[src/rtl/casm_pkg.sv]
// Package for the clock and alarm set menu: menu state codes, button codes,
// indicator and alarm-write codes, and the result record.
// No dependencies.
package casm_pkg;

	// Field widths
	localparam int unsigned HourW   = 5;
	localparam int unsigned MinuteW = 6;

	// Hour value that means alarm disabled / clock-set cancel
	localparam logic [HourW-1:0]   HOUR_OFF   = 5'd24;
	localparam logic [HourW-1:0]   HOUR_TOP   = 5'd23;
	localparam logic [MinuteW-1:0] MINUTE_TOP = 6'd59;

	// Menu states
	typedef enum logic [2:0] {
		MODE_IDLE    = 3'd0,
		MODE_ALARM_H = 3'd1,
		MODE_ALARM_M = 3'd2,
		MODE_CLOCK_H = 3'd3,
		MODE_CLOCK_M = 3'd4
	} mode_t;

	// Button codes
	localparam logic [1:0] OP_INC  = 2'd0; // increment / select alarm 2
	localparam logic [1:0] OP_ADV  = 2'd1; // advance / select clock
	localparam logic [1:0] OP_DEC  = 2'd2; // decrement / select alarm 1
	localparam logic [1:0] OP_NONE = 2'd3; // no action

	// Target indicator codes
	localparam logic [1:0] TGT_NONE   = 2'd0;
	localparam logic [1:0] TGT_ALARM1 = 2'd1;
	localparam logic [1:0] TGT_ALARM2 = 2'd2;
	localparam logic [1:0] TGT_CLOCK  = 2'd3;

	// Alarm write report codes
	localparam logic [1:0] WR_NONE   = 2'd0;
	localparam logic [1:0] WR_ALARM1 = 2'd1;
	localparam logic [1:0] WR_ALARM2 = 2'd2;

	// One result item
	typedef struct packed {
		logic [2:0]         menu_state;
		logic [HourW-1:0]   shown_hour;
		logic [MinuteW-1:0] shown_minute;
		logic               show_disabled;
		logic [1:0]         target_indicator;
		logic               set_clock;
		logic [1:0]         alarm_written;
		logic               written_enabled;
	} result_t;

endpackage

[src/rtl/casm_menu_core.sv]
// Menu state machine: working hour/minute, target and both alarm registers.
// Computes the result of each accepted request from the updated state.
// Depends on casm_pkg.
module casm_menu_core
	import casm_pkg::*;
(
	input  logic               clk,
	input  logic               arst_n,
	input  logic               take,
	input  logic [1:0]         operation,
	input  logic               alarms_silent,
	input  logic [HourW-1:0]   clock_hour,
	input  logic [MinuteW-1:0] clock_minute,
	output result_t            result
);

	mode_t              mode_q, mode_d;
	logic [HourW-1:0]   hour_q, hour_d;
	logic [MinuteW-1:0] minute_q, minute_d;
	logic               dis_q, dis_d;
	logic               second_q, second_d;
	logic [HourW-1:0]   al_hour_q [2];
	logic [MinuteW-1:0] al_min_q  [2];
	logic [1:0]         al_en_q, al_en_d;
	logic               al_store;
	logic               set_clk;
	logic [1:0]         written;
	logic               wen;
	logic [HourW-1:0]   hour_inc, hour_dec, hour_dm1;
	logic [MinuteW-1:0] min_inc, min_dec;

	// Hour and minute stepping
	always_comb begin
		hour_inc = (hour_q >= HOUR_OFF) ? '0 : hour_q + 1'b1;
		hour_dm1 = hour_q - 1'b1;
		if (hour_q == '0) begin
			hour_dec = HOUR_OFF;
		end else if (hour_dm1 > HOUR_OFF) begin
			hour_dec = '0;
		end else begin
			hour_dec = hour_dm1;
		end
		min_inc = (minute_q >= MINUTE_TOP) ? '0 : minute_q + 1'b1;
		min_dec = (minute_q == '0 || minute_q > MINUTE_TOP) ? MINUTE_TOP : minute_q - 1'b1;
	end

	// Next state
	always_comb begin
		mode_d   = mode_q;
		hour_d   = hour_q;
		minute_d = minute_q;
		dis_d    = dis_q;
		second_d = second_q;
		al_en_d  = al_en_q;
		al_store = 1'b0;
		set_clk  = 1'b0;
		written  = WR_NONE;
		wen      = 1'b0;
		if (take && alarms_silent && operation != OP_NONE) begin
			case (mode_q)
				MODE_ALARM_H, MODE_CLOCK_H: begin
					if (operation == OP_INC) begin
						hour_d = hour_inc;
						dis_d  = (hour_inc == HOUR_OFF);
					end else if (operation == OP_DEC) begin
						hour_d = hour_dec;
						dis_d  = (hour_dec == HOUR_OFF);
					end else if (dis_q) begin
						if (mode_q == MODE_ALARM_H) begin
							al_en_d[second_q] = 1'b0;
							written = second_q ? WR_ALARM2 : WR_ALARM1;
						end
						mode_d = MODE_IDLE;
					end else begin
						mode_d = (mode_q == MODE_ALARM_H) ? MODE_ALARM_M : MODE_CLOCK_M;
					end
				end
				MODE_ALARM_M, MODE_CLOCK_M: begin
					if (operation == OP_INC) begin
						minute_d = min_inc;
					end else if (operation == OP_DEC) begin
						minute_d = min_dec;
					end else begin
						if (mode_q == MODE_ALARM_M) begin
							al_store          = 1'b1;
							al_en_d[second_q] = 1'b1;
							written           = second_q ? WR_ALARM2 : WR_ALARM1;
							wen               = 1'b1;
						end else begin
							set_clk = 1'b1;
						end
						mode_d = MODE_IDLE;
					end
				end
				default: begin
					if (operation == OP_ADV) begin
						hour_d   = (clock_hour > HOUR_TOP) ? '0 : clock_hour;
						minute_d = (clock_minute > MINUTE_TOP) ? '0 : clock_minute;
						dis_d    = 1'b0;
						mode_d   = MODE_CLOCK_H;
					end else begin
						// increment picks alarm 2, decrement alarm 1
						second_d = (operation == OP_INC);
						hour_d   = al_hour_q[second_d];
						minute_d = al_min_q[second_d];
						dis_d    = ~al_en_q[second_d];
						mode_d   = MODE_ALARM_H;
					end
				end
			endcase
		end
	end

	// Result from the updated state
	always_comb begin
		result.menu_state    = mode_d;
		result.shown_hour    = dis_d ? '0 : hour_d;
		result.shown_minute  = dis_d ? '0 : minute_d;
		result.show_disabled = dis_d;
		case (mode_d)
			MODE_ALARM_H, MODE_ALARM_M: result.target_indicator = second_d ? TGT_ALARM2 : TGT_ALARM1;
			MODE_CLOCK_H, MODE_CLOCK_M: result.target_indicator = TGT_CLOCK;
			default:                    result.target_indicator = TGT_NONE;
		endcase
		result.set_clock       = set_clk;
		result.alarm_written   = written;
		result.written_enabled = wen;
	end

	// State registers
	always_ff @(posedge clk or negedge arst_n) begin
		if (!arst_n) begin
			mode_q       <= MODE_IDLE;
			hour_q       <= '0;
			minute_q     <= '0;
			dis_q        <= 1'b0;
			second_q     <= 1'b0;
			al_en_q      <= '0;
			al_hour_q[0] <= '0;
			al_hour_q[1] <= '0;
			al_min_q[0]  <= '0;
			al_min_q[1]  <= '0;
		end else begin
			mode_q   <= mode_d;
			hour_q   <= hour_d;
			minute_q <= minute_d;
			dis_q    <= dis_d;
			second_q <= second_d;
			al_en_q  <= al_en_d;
			if (al_store) begin
				al_hour_q[second_q] <= hour_q;
				al_min_q[second_q]  <= minute_q;
			end
		end
	end

endmodule

[src/rtl/casm_out_buf.sv]
// Two-entry output buffer (result register plus skid register) for the
// result channel; the input stall comes from a register only.
// Depends on casm_pkg.
module casm_out_buf
	import casm_pkg::*;
(
	input  logic    clk,
	input  logic    arst_n,
	input  logic    push,
	input  result_t push_data,
	output logic    full,
	output logic    out_valid,
	input  logic    out_stall,
	output result_t out_data
);

	logic    main_vld_q;
	logic    skid_vld_q;
	result_t main_q;
	result_t skid_q;
	logic    main_free;

	assign main_free = !main_vld_q || !out_stall;
	assign full      = skid_vld_q;
	assign out_valid = main_vld_q;
	assign out_data  = main_q;

	// Valid flags
	always_ff @(posedge clk or negedge arst_n) begin
		if (!arst_n) begin
			main_vld_q <= 1'b0;
			skid_vld_q <= 1'b0;
		end else if (main_free) begin
			main_vld_q <= skid_vld_q || push;
			skid_vld_q <= 1'b0;
		end else if (push) begin
			skid_vld_q <= 1'b1;
		end
	end

	// Payload
	always_ff @(posedge clk) begin
		if (main_free) begin
			main_q <= skid_vld_q ? skid_q : push_data;
		end else if (push) begin
			skid_q <= push_data;
		end
	end

endmodule

[src/rtl/clock_alarm_set_menu_fsm_top.sv]
// Clock and alarm set menu, top level.
// Holds the menu state machine and the result buffer.
// Depends on casm_pkg, casm_menu_core, casm_out_buf.
//
// Usage:
// - Request channel: in_valid / in_stall carry one button event (operation,
//   alarms_silent, clock_hour, clock_minute). A request is taken on a rising
//   edge with in_valid high and in_stall low.
// - Result channel: out_valid / out_stall carry one result per request: the
//   menu state after the button, the shown time, the target indicator and the
//   clock-set / alarm-write strobes.
// - Throughput: one request per cycle while in_stall is low.
// - The state update is a single pass of logic from the request ports into
//   the state and result registers, so each result is registered.
// - When the receiver stalls, a second result is held in a skid register and
//   in_stall rises only once both the result and skid registers are full.
// - Reset (arst_n low) returns the menu to idle, clears the working time and
//   both alarms (disabled, 00:00) and empties the result buffer.
module clock_alarm_set_menu_fsm_top
	import casm_pkg::*;
(
	input  logic               clk,
	input  logic               arst_n,
	input  logic               in_valid,
	output logic               in_stall,
	input  logic [1:0]         operation,
	input  logic               alarms_silent,
	input  logic [HourW-1:0]   clock_hour,
	input  logic [MinuteW-1:0] clock_minute,
	output logic               out_valid,
	input  logic               out_stall,
	output logic [2:0]         menu_state,
	output logic [HourW-1:0]   shown_hour,
	output logic [MinuteW-1:0] shown_minute,
	output logic               show_disabled,
	output logic [1:0]         target_indicator,
	output logic               set_clock,
	output logic [1:0]         alarm_written,
	output logic               written_enabled
);

	logic    take;
	logic    full;
	result_t core_res;
	result_t out_res;

	assign in_stall = full;
	assign take     = in_valid && !full;

	// Menu state machine
	casm_menu_core u_core (
		.clk           (clk),
		.arst_n        (arst_n),
		.take          (take),
		.operation     (operation),
		.alarms_silent (alarms_silent),
		.clock_hour    (clock_hour),
		.clock_minute  (clock_minute),
		.result        (core_res)
	);

	// Result buffer
	casm_out_buf u_buf (
		.clk       (clk),
		.arst_n    (arst_n),
		.push      (take),
		.push_data (core_res),
		.full      (full),
		.out_valid (out_valid),
		.out_stall (out_stall),
		.out_data  (out_res)
	);

	// Result fields
	assign menu_state       = out_res.menu_state;
	assign shown_hour       = out_res.shown_hour;
	assign shown_minute     = out_res.shown_minute;
	assign show_disabled    = out_res.show_disabled;
	assign target_indicator = out_res.target_indicator;
	assign set_clock        = out_res.set_clock;
	assign alarm_written    = out_res.alarm_written;
	assign written_enabled  = out_res.written_enabled;

endmodule
[config.mk]
export PLATFORM = sky130hd
export DESIGN_NAME = clock_alarm_set_menu_fsm_top
export DESIGN_NICKNAME = d
export VERILOG_FILES = /design/src/rtl/casm_pkg.sv /design/src/rtl/casm_menu_core.sv /design/src/rtl/casm_out_buf.sv /design/src/rtl/clock_alarm_set_menu_fsm_top.sv
export SDC_FILE = /design/constraint.sdc
export NUM_CORES = 1
export LEC_CHECK = 0
export ABC_AREA = 1
export BUFFER_PORTS_ARGS = -buffer_cell sky130_fd_sc_hd__buf_4
export CAP_MARGIN = 20
export CORE_MARGIN = 2
export CORE_UTILIZATION = 60
export CTS_CLUSTER_SIZE = 25
export DETAILED_ROUTE_END_ITERATION = 7
export PLACE_DENSITY = 0.8
export RECOVER_POWER = 100
export SYNTH_ARGS = -nofsm -noshare
export SYNTH_HDL_FRONTEND = slang
export SYNTH_SLANG_ARGS = --single-unit
[constraint.sdc]
create_clock -name clk -period 2.5 [get_ports clk]
set_input_delay 0.125 -clock clk [delete_from_list [all_inputs] [get_ports clk]]
set_output_delay 0.125 -clock clk [all_outputs]
set_load 0.02 [all_outputs]
## Word level (Yosys, flattened, before mapping)

Index checks and enable logic that the tools add are counted.

- Bitwise operators: 7
- Add/sub/neg operators: 4
- $lt $le $gt $ge: 12
- Eq/ne operators: 20
- Reduce and logical (&&, ||, !) cells: 23
- Multiplexer cells: 85

Operator list:

| operator | number |
|---|---|
| two-way mux 6 bit | 12 |
| two-way mux 5 bit | 13 |
| two-way mux 2 bit | 18 |
| two-way mux 1 bit | 22 |
| two-way mux 21 bit | 1 |
| two-way mux 3 bit | 7 |
| bitwise mux 12 bit | 1 |
| == test 3 x 2 -> 1 bit (second input constant) | 4 |
| greater-than comparator 6 bit (second input constant) | 2 |
| one-hot mux 2 bit (2 select lines) | 3 |
| one-hot mux 6 bit (2 select lines) | 1 |
| bitwise mux 10 bit | 1 |
| == test 5 bit (second input constant) | 2 |
| greater-than comparator 5 bit (second input constant) | 2 |
| inequality test 2 bit (second input constant) | 5 |
| one-hot mux 5 bit (2 select lines) | 1 |
| AND reduction 9 bit | 1 |
| OR reduction 2 bit | 4 |
| adder 6 x 1 -> 6 bit (second input constant) | 1 |
| demux 6 bit (select 1 bit) | 1 |
| == test 3 x 1 -> 1 bit (second input constant) | 2 |
| == test 3 bit (second input constant) | 2 |
| >= comparator 6 bit (second input constant) | 1 |
| logical NOT 6 bit | 1 |
| 28 further kinds | 43 |

- Input bits: 18
- Output and inout bits: 23
- Bits in registers: 84
- Word-level logic and storage cells: 179

## Longest topological paths before layout

Gate-level depths: netlist (run 1).

- Depth in word-level cells: 11
- Depth in mapped cells: 15
- Depth with buffers taken out: 14

## Cells and area by module

From an unflattened synthesis (run 1), not the netlist that was laid out.

- Cells, all modules: 517
- Area total of the unflattened synthesis: 4528.1 µm²

By module, submodules not included:

| module | seq. area each (µm²) | cells each | area an instance (µm²) | instances |
|---|---|---|---|---|
| casm_menu_core | 1001.0 | 397 | 2906.5 | 1 |
| casm_out_buf | 1311.3 | 118 | 1611.5 | 1 |
| clock_alarm_set_menu_fsm_top | 0.0 | 2 | 10.0 | 1 |

## Worst setup path after synthesis (run 1)

No wires, ideal clock.

- Path type: register to register
- Start point: register u_buf.main_vld_q, in the netlist u_buf.out_valid
- End point: register u_buf.skid_q[0] (netlist bit), enable pin
- Required time: 2.101 ns
- Setup time: 0.399 ns
- Cell stages (with the launch flop): 3
- Period minus slack after synthesis: 2.382 ns
- Slack: 0.118 ns
- Path buffers: 0
- Data arrival time: 1.983 ns
- Cell sequence: dfrtp_1 -> nand2_1 -> nor2_1

- Cells in the longest elaborated chain, start to end: 4

Ends and longest elaborated chain:

| element | line | text |
|---|---|---|
| start: declaration | casm_out_buf.sv:17 | `logic main_vld_q;` |
| start signal: assignment | casm_out_buf.sv:34 | `main_vld_q <= skid_vld_q \|\| push;` |
| logical NOT 1 bit | casm_out_buf.sv:23 | `assign main_free = !main_vld_q \|\| !out_stall;` |
| logical OR 1 bit | casm_out_buf.sv:23 |  |
| inverter 1 bit (no line) | -- |  |
| AND reduction 2 bit (no line) | -- |  |
| end signal: assignment | casm_out_buf.sv:46 | `skid_q <= push_data;` |
| end: declaration | casm_out_buf.sv:20 | `result_t skid_q;` |

Every way passes these cells.
A chain may end at the register's enable or synchronous reset.

==> impl_results.md, run 1 <==
* Run status: complete, no violations
* Worst-margin pin slew at 1.30 ns
* RSZ-0062 raised after global routing: no
* DIE AREA at 0.00844 mm²
* Synth top area share at 27.2%
* Overall Power at 5.00 mW
* Leak at 2.23 nW
* CP required at 2.72 ns
* Ranking of synthesized cells by area: edfxtp_1 (27%), dfrtp_1 (23%), nand2_1 (14%)
* Reg-to-Reg End: u_buf.skid_q[11]
* FFs w/ async S/R, synth at 50.0%
* R2R Path Start: u_core.mode_q[2]
* Vias in the first global route at 3,804
* Fill cell count at 678
* Xor and xnor area share after synthesis at 0%
* Hold Vio Cnt, Final at 0
* Post-CTS Setup Inserts at 0
* Reg clk slew, reported paths at 0.09 ns
* Most used cell, CP: inv_1
* Sequential area share after synthesis at 49.9%
* Family with the most delay on the worst path: simple AND/OR/NAND/NOR gates
* Wirelength per Cell at 15.8 µm
* Seq pwr share at 42.2%
* Type of origin of the critical path: flop
* Post-Synthesis Cells at 555
* Root Driver: clkbuf_8
* FP Rows at 32
* Yosys top cell by area: edfxtp_1
* Max frequency at 435 MHz
* Via/cell ratio at 5.75
* 1st-pass router iterations at 5
* Syn nets at 580
* Number of enable flip-flop cells after synthesis at 42
* Final WL at 11.0 mm
* # setup viols final at 0
* Hold Path Stages at 5
* Crit path to: u_buf.skid_q[11]
* Internal Power at 2.84 mW
* CP bufs+invs at 3
* Biggest fanout along the worst timing path at 23
* Sw frac at 43.3%
* Hold crit path type: in -> reg
* Worst skew pair latency at 0.36 ns
* 1st-iter DRT viols at 369
* Stages on worst setup path at 9
* Core ar. at 0.00761 mm²
* Max incr delay on CP at 0.41 ns
* Drt drc at 0
* Count leader, synth: nand2_1
* Clk network pwr share at 18.5%
* Area post-placement at 0.00494 mm²
* FF-to-FF path depth at 9
* Compound-Gate Fraction of Synth Area at 12.4%
* Synth-to-layout area growth at 8.24%
* Slew margin rel. at 13.4%
* Hpwl dp at 7.63 mm
* Total grt overflow at 0
* # Max-Cap Violations at 0
* Mapped Area at 0.00463 mm²
* Skew final at 0.0113 ns
* Clk buf depth at 2
* Final worst-path cycle share at 92.0%
* Post-synth top cells: nand2_1 (170), nand3_1 (55), dfrtp_1 (42), edfxtp_1 (42), nor2_1 (39)
* Main combinational cell family by area after synthesis: simple AND/OR/NAND/NOR gates
* Critical Path Sink Type: flop
* N_diodes at 0
* H-tree level count at 3
* Max VDD drop at 0.000643 V
* Synthesized-area fraction occupied by adder cells at 1.89%
* Die Height at 91.9 µm
* Mapped Avg Cell Area at 8.35 µm²
* Initial cell density of the core at 60.9%
* CTS Buf Count at 9
* Min cycle time layout at 2.30 ns
* Critical path type: reg -> reg
* #FFs+latches synth at 84
* Setup slack, reg-to-reg at 0.20 ns
* Library cells used by synthesis at 36
* CP Cell Sequence: inv_1 -> nand2_1 -> nand3_4 -> inv_1 -> a21oi_1 -> nand3_1 -> nand2_4 -> inv_1 -> a21oi_1
* Detailed-route via count at 4,004
* Multiplexer area fraction after synthesis at 0%
* Number of buffers added on ports at 40
* Die extent in x at 91.9 µm
* CP max stage cell: dfrtp_1
* TritonCTS clock tree: done
* Setup TNS at 0 ns
* Comb power frac at 39.3%
* Worst endpoint data arrival time at 2.52 ns
* Routability cong. at 0.949
* Synth Warn # at 0
* Fin area at 0.00501 mm²
* Fin util at 65.9%
* Share of layout cells above drive strength 1 at 9.76%
* IO Pins at 41
* Initial antenna violation count at 0
* Simple-gate share of the synthesized area at 28.2%
* Final #Nets at 614
* Most used DFF post-synth: edfxtp_1
* Largest net degree at the start of global routing at 43
* All-Layer GR Usage at 28.0%
* Antenna viol nets, final at 0
* First-pass GRT wire length at 18.5 mm
* Clock sinks at 84
* Slew Viols, Final at 0
* Hold WS at 0.262 ns
* Switching power at 2.17 mW
* Power Dens Cells at 998 mW/mm²
* Worst setup path start: u_core.mode_q[2]
==> power by group through the flow <==
| stage | logic, mW | registers (mW) | clock network, mW |
|---|---|---|---|
| CTS | 2.06 | 2.10 | 0.929 |
| global placement | 2.01 | 2.13 | 0 |
| floorplan | 1.53 | 2.12 | 0 |
| finish | 1.97 | 2.11 | 0.928 |
| detailed placement | 2.05 | 2.13 | 0 |
| global route | 2.22 | 2.15 | 0.996 |
==> flip-flops by register name (all words and copies together) (netlist names), named ones only <==
signal            cells
u_core.second_q       1
u_core.hour_q         5
u_buf.full            1
u_buf.skid_q         21
u_core.dis_q          1
u_core.al_hour_q     10
u_core.mode_q         3
u_buf.out_valid       1
u_core.minute_q       6
u_buf.out_data       21
u_core.al_min_q      12
==> worst min path at each step <==
stage	from	end	slack (ns)
global route	alarms_silent	u_core.second_q	0.26
detailed placement	arst_n	u_core.al_hour_q[7]	0.16
floorplan	arst_n	asynchronous set/reset pin	-0.17
finish	alarms_silent	u_core.second_q	0.26
global placement	arst_n	u_core.al_hour_q[2]	0.15
CTS	out_stall	u_buf.out_valid	0.23
==> layer usage <==
| layer | GRT usage [%] | up-vias | routed length, µm |
|---|---|---|---|
| met5 | 0 | - | 0 |
| met2 | 44.6 | 128 | 5300 |
| li1 | - | 1928 | - |
| met3 | 3.78 | 30 | 518 |
| met4 | 11.8 | 0 | 334 |
| met1 | 38.8 | 1918 | 4840 |
==> stage by stage <==
step	instances	setup WS, ns
after global routing	696	0.0625
after CTS	696	0.202
after floorplan	555	0.118
after global placement	678	0.278
final	696	0.200
after detailed placement	678	0.203
==> timing repair <==
item                                    4_1_cts  5_1_grt
hold endpoints to repair                     43        0
endpoints found under the setup margin        0       22
hold buffers                                  2        0
gates resized for setup                       0        1
==> worst reg2reg max path, cell delays in order, from the launching register on <==
cell     delay [ns]
dfrtp_1        0.41
inv_1          0.18
nand2_1        0.26
nand3_4        0.23
inv_1          0.22
a21oi_1        0.25
nand3_1        0.16
nand2_4        0.22
inv_1          0.12
a21oi_1        0.13
==> cell usage in the layout (no fill, tap or decap), types with 3 or more instances in the layout <==
cell,instances
nand2_1,171
nand3_1,56
o21ai_0,49
dfrtp_1,42
edfxtp_1,42
nor2_1,41
inv_1,36
clkbuf_1,25
buf_4,21
a21oi_1,19
nand4_1,11
a22oi_1,10
clkbuf_8,10
ha_1,7
a31oi_1,6
inv_2,5
and2_1,5
nand3_4,3
inv_6,3
==> area by class of cell <==
cell class | instances | area, µm² | area share [%]
Inverter | 44 | 173 | 3.44
Multi-Input combinational cell | 400 | 1940 | 38.6
Clock inverter | 6 | 46.3 | 0.923
Clock buffer | 10 | 138 | 2.74
Tap cell | 102 | 128 | 2.54
Timing Repair Buffer | 50 | 282 | 5.61
Sequential cell | 84 | 2310 | 46.1
==> cells by family (layout without fill, tap and decap cells) <==
family                   after synthesis  in the layout
AO/OA/AOI/OAI                         96             96
flip-flops                            84             84
buffers and inverters                 71            110
adder cells (fa/ha/maj)                7              7
AND/OR/NAND/NOR                      297            297
Note: power is estimated with default switching activity, not from simulation.
==> run 2: changes to the inputs <==
--- a/config.mk
+++ b/config.mk
@@ -12,7 +12,7 @@
 export CORE_UTILIZATION = 60
 export CTS_CLUSTER_SIZE = 25
 export DETAILED_ROUTE_END_ITERATION = 7
-export PLACE_DENSITY = 0.8
+export PLACE_DENSITY_LB_ADDON = 0.1
 export RECOVER_POWER = 100
 export SYNTH_ARGS = -nofsm -noshare
 export SYNTH_HDL_FRONTEND = slang
==> impl_results.md, run 2 (synthesis results as in run 1) <==
* Run status: complete, no violations
* Hold crit path type: in -> reg
* Critical path type: reg -> reg
* CTS Buf Count at 9 (unchanged)
* GR Layer Usage met2 at 46.4% (+1.8 points)
* First-pass GRT wire length at 18.9 mm (+2.4%)
* N_diodes at 0 (unchanged)
* Min cycle time layout at 2.29 ns (-0.0122 ns)
* Power Dens Cells at 1010 mW/mm² (+0.79%)
* CP required at 2.60 ns (-0.12 ns)
* Max incr delay on CP at 0.44 ns (+0.03 ns)
* Root Driver: clkbuf_8
* Total grt overflow at 0 (unchanged)
* Worst-margin pin slew at 1.18 ns (-0.116 ns)
* Max VDD drop at 0.000435 V (-32%)
* Final worst-path cycle share at 91.5% (-0.49 points)
* CP Cell Sequence: inv_1 -> nand3_1 -> nand3_4 -> inv_1 -> a21oi_1 -> nand3_1 -> nand2_4 -> inv_1
* CP max stage cell: dfrtp_1
* Biggest fanout along the worst timing path at 23 (unchanged)
* Overall Power at 5.08 mW (+1.5%)
* # setup viols final at 0 (unchanged)
* RSZ-0062 raised after global routing: no
* Initial cell density of the core at 60.9% (unchanged)
* Drt drc at 0 (unchanged)
* FP Rows at 32 (unchanged)
* Met1 Resource Use GR at 39.1% (+0.25 points)
* All-Layer GR Usage at 28.7% (+0.76 points)
* Final WL at 11.0 mm (+0.36%)
* Worst endpoint data arrival time at 2.39 ns (-0.13 ns)
* Largest net degree at the start of global routing at 43 (unchanged)
* GRT Max-Usage Layer: met2
* Fin util at 66.4% (+0.46 points)
* Vias in the first global route at 3,845 (+1.1%)
* Synth-to-layout area growth at 8.99%
* Share of layout cells above drive strength 1 at 11.2% (+1.5 points)
* Type of origin of the critical path: flop
* Wirelength per Cell at 15.8 µm (about the same)
* Slew margin rel. at 21.2% (+7.8 points)
* DIE AREA at 0.00844 mm² (unchanged)
* Die extent in x at 91.9 µm (unchanged)
* Max frequency at 437 MHz (+0.54%)
* Most used cell, CP: inv_1
* Worst setup path start: u_core.mode_q[0]
* Slew Viols, Final at 0 (unchanged)
* Crit path to: u_buf.skid_q[6]
* Setup TNS at 0 ns (unchanged)
* Critical Path Sink Type: flop
* R2R Path Start: u_core.mode_q[0]
* Commonest non-fill, non-tap cell in the layout: nand2_1
* Routability cong. at 0.968 (+2.0%)
* 1st-pass router iterations at 6 (+1)
* Leak at 2.25 nW (+0.75%)
* Setup slack, reg-to-reg at 0.21 ns (about the same)
* # Max-Cap Violations at 0 (unchanged)
* IO Pins at 41 (unchanged)
* Most frequent cells in the layout: nand2_1 (171), nand3_1 (57), o21ai_0 (46)
* Reg clk slew, reported paths at 0.09 ns (about the same)
* FF-to-FF path depth at 8 (-1)
* Hold Vio Cnt, Final at 0 (unchanged)
* H-tree level count at 3 (unchanged)
* Clock sinks at 84 (unchanged)
* Skew final at 0.00988 ns (-0.00139 ns)
* Hpwl dp at 7.79 mm (+2.0%)
* Number of buffers added on ports at 40 (unchanged)
* Detailed-route via count at 3,916 (-2.2%)
* Worst skew pair latency at 0.36 ns (about the same)
* Via/cell ratio at 5.60 (-2.6%)
* 1st-iter DRT viols at 372 (+0.81%)
* Clk buf depth at 2 (unchanged)
* Initial antenna violation count at 0 (unchanged)
* Antenna viol nets, final at 0 (unchanged)
* Post-CTS Setup Inserts at 0 (unchanged)
* Die Height at 91.9 µm (unchanged)
* Core ar. at 0.00761 mm² (unchanged)
* TritonCTS clock tree: done
* Reg-to-Reg End: u_buf.skid_q[6]
* Met3 Resource Use GR at 5.75% (+2.0 points)
* Final #Nets at 617 (+0.49%)
[run 2: where the power goes]
| group | total (mW) | internal (mW) | leakage, nW | switching [mW] |
|---|---|---|---|---|
| combinational | 2.03 | 0.637 | 1.18 | 1.39 |
| sequential | 2.11 | 1.82 | 0.967 | 0.288 |
| clock | 0.940 | 0.407 | 0.0958 | 0.533 |
[run 2: worst min-delay path by stage]
stage,slack [ns],start,endpoint,cells after the start
floorplan,-0.17,arst_n,asynchronous set/reset pin,0
global placement,0.15,arst_n,u_core.al_min_q[8],1
detailed placement,0.15,arst_n,u_core.al_min_q[9],1
CTS,0.03,in_valid,u_buf.out_valid,3
global route,0.04,in_valid,u_buf.out_valid,3
finish,0.04,in_valid,u_buf.out_valid,3
[run 2: worst max-delay path: cells and delay by family, from the launching register on]
family | cells | cell delay (ns)
AOI/OAI and AO/OA | 1 | 0.25
and+or+nand+nor | 4 | 0.85
buffers and inverters | 3 | 0.50
DFF | 1 | 0.44
[run 2: area by class of cell]
cell class | instances | area (µm²)
clock buffer | 10 | 138
clock inverter | 6 | 53.8
fill | 666 | 2560
inverter | 44 | 173
multi-input combinational | 400 | 1950
sequential | 84 | 2310
tap | 102 | 128
timing repair buffer | 53 | 295
[run 2: layer usage]
metal,vias to the layer above,part of all wire [%]
met1,1825,44
met5,-,0
met4,0,2.2
met3,22,5.8
li1,1930,-
met2,139,48
[run 2: repair_timing]
item,in CTS,in global routing
resized for setup,0,2
setup endpoints to repair,0,22
hold endpoints to repair,42,0
hold buffers,1,0
[run 2: metrics by stage]
stage	cell area [µm²]	instances	hold WS (ns)	setup WS [ns]
2_1_floorplan	4630	555	-0.171	0.118
3_3_place_gp	4970	682	0.150	0.287
3_5_place_dp	4970	682	0.154	0.164
4_1_cts	5170	699	0.0280	0.149
5_1_grt	5050	699	0.0403	0.0277
6_report	5050	699	0.0385	0.212
==> run 3: changes to the inputs <==
--- a/config.mk
+++ b/config.mk
@@ -8,6 +8,7 @@
 export ABC_AREA = 1
 export BUFFER_PORTS_ARGS = -buffer_cell sky130_fd_sc_hd__buf_4
 export CAP_MARGIN = 20
+export CORE_ASPECT_RATIO = 1.4
 export CORE_MARGIN = 2
 export CORE_UTILIZATION = 60
 export CTS_CLUSTER_SIZE = 25
==> impl_results.md, run 3 (synthesis results as in run 1) <==
* Final #Nets at 614 (-0.49%)
* DIE AREA at 0.00845 mm² (+0.11%)
* Power Dens Cells at 1040 mW/mm² (+3.2%)
* FP Rows at 37 (+16%)
* First-pass GRT wire length at 18.5 mm (-2.4%)
* Routability cong. at 1.00 (+3.5%)
* Initial antenna violation count at 0 (unchanged)
* Slew margin rel. at 21.8% (+0.65 points)
* IO Pins at 41 (unchanged)
* Die extent in x at 78.3 µm (-15%)
* Hold crit path type: in -> reg
* TritonCTS clock tree: done
* Hpwl dp at 7.91 mm (+1.6%)
* Commonest non-fill, non-tap cell in the layout: nand2_1
* Number of buffers added on ports at 40 (unchanged)
* Min cycle time layout at 2.22 ns (-0.0697 ns)
* Failing checks: negative hold slack
* Hold Vio Cnt, Final at 1 (+1)
* N_diodes at 0 (unchanged)
* Final worst-path cycle share at 88.7% (-2.8 points)
* RSZ-0062 raised after global routing: no
* Post-CTS Setup Inserts at 0 (unchanged)
* Slew Viols, Final at 0 (unchanged)
* Clock sinks at 84 (unchanged)
* 1st-iter DRT viols at 347 (-6.7%)
* H-tree level count at 3 (unchanged)
* 1st-pass router iterations at 6 (unchanged)
* Max VDD drop at 0.000574 V (+32%)
* Count of non-filler cells in the finished layout at 691 (-1.1%)
* Max frequency at 451 MHz (+3.1%)
* CP required at 2.74 ns (+0.14 ns)
* Via/cell ratio at 5.72 (+2.2%)
* Worst-margin pin slew at 1.17 ns (-0.00973 ns)
* Vias in the first global route at 3,834 (-0.29%)
* Worst endpoint data arrival time at 2.46 ns (+0.07 ns)
* Hold WS at -0.00915 ns (-0.0476 ns)
* Wirelength per Cell at 16.2 µm (+2.6%)
* Biggest fanout along the worst timing path at 22 (-4.3%)
* Initial cell density of the core at 62.6% (+1.6 points)
* Drt drc at 0 (unchanged)
* Most frequent cells in the layout: nand2_1 (169), nand3_1 (57), o21ai_0 (49)
* # setup viols final at 0 (unchanged)
* Reg clk slew, reported paths at 0.09 ns (about the same)
* Critical path type: reg -> reg
* Antenna viol nets, final at 0 (unchanged)
* Root Driver: clkbuf_8
* Share of layout cells above drive strength 1 at 10.3% (-0.95 points)
* Final WL at 11.2 mm (+1.4%)
* Total grt overflow at 0 (unchanged)
* Clk buf depth at 2 (unchanged)
* Die Height at 108 µm (+18%)
* Synth-to-layout area growth at 8.80%
* Type of origin of the critical path: flop
* Worst skew pair latency at 0.37 ns (about the same)
* Leak at 2.25 nW (+0.17%)
* # Max-Cap Violations at 0 (unchanged)
* Run status: finished with violations
* Skew final at 0.0118 ns (+0.00191 ns)
* Detailed-route via count at 3,955 (+1.0%)
* Critical Path Sink Type: flop
* CTS Buf Count at 9 (unchanged)
* All-Layer GR Usage at 28.6% (-0.12 points)
* Placed cells at 674 (-1.2%)
* Largest net degree at the start of global routing at 43 (unchanged)
* Setup TNS at 0 ns (unchanged)
* Core ar. at 0.00741 mm² (-2.6%)
## run 3: cell types whose count changed in the layout (fill, tap and decap cells not counted), sizes merged
cell	previous run	this run
clkbuf	39	36
bufinv	0	2
inv	47	46
clkinv	2	3
clkinvlp	1	0
buf	23	22
## run 3: timing repair
action | in CTS | in global routing
resized for setup | 0 | 3
hold buffers | 1 | 0
endpoints found under the setup margin | 0 | 30
endpoints found under the hold margin | 42 | 0
## run 3: per-layer routing
layer / part of all wire [%] / track usage, % / vias to the layer above
met5: 0 / 0 / -
met4: 3.6 / 16.3 / 0
met3: 4.9 / 2.92 / 34
met2: 49 / 47.1 / 156
met1: 42 / 37.2 / 1838
li1: - / - / 1927
## run 3: power breakdown
| part | switching (mW) | internal [mW] | leakage (nW) | total, mW |
|---|---|---|---|---|
| registers | 0.297 | 1.83 | 0.967 | 2.12 |
| logic | 1.38 | 0.608 | 1.17 | 1.99 |
| clock network | 0.544 | 0.580 | 0.116 | 1.12 |
## run 3: final timing paths
path                                          from                          to  slack, ns  cells after the start
worst max-delay path                    u_buf.full          u_core.al_min_q[5]       0.28                      8
worst min-delay path                      in_valid             u_buf.out_valid     -0.009                      3
worst max register to register          u_buf.full          u_core.al_min_q[5]       0.28                      8
worst min register to register  u_core.al_min_q[3]          u_core.al_min_q[3]       0.50                      2
max in group asynchronous                   arst_n            u_core.mode_q[1]       1.31                      2
min in group asynchronous                   arst_n  asynchronous set/reset pin       0.50                      2
## run 3: final cells by class
cell class | instances | area, µm²
fill | 643 | 2370
multi-input combinational | 400 | 1930
clock inverter | 7 | 106
timing repair buffer | 50 | 279
inverter | 44 | 173
tap | 97 | 121
sequential | 84 | 2310
clock buffer | 9 | 124
## run 3: worst max-delay path, stage by stage (launching register included)
cell and delay [ns]:
dfrtp_1 0.43, inv_6 0.14, nand3_1 0.20, a21oi_4 0.34, inv_4 0.15, nor3_1 0.25
nand2_2 0.30, nand2_1 0.17, o21ai_0 0.10
## run 3: metrics by stage
stage	power, mW	hold slack [ns]	cell area (µm²)	utilization, %	setup slack (ns)
after floorplan	3.64	-0.171	4630	-	0.118
after global placement	4.14	0.153	4940	66.8	0.265
after detailed placement	4.19	0.156	4940	66.8	0.176
after CTS	5.32	0.00632	5180	70.0	0.151
after global routing	5.58	0.000621	5040	68.1	0.0274
final	5.23	-0.00915	5040	68.1	0.282
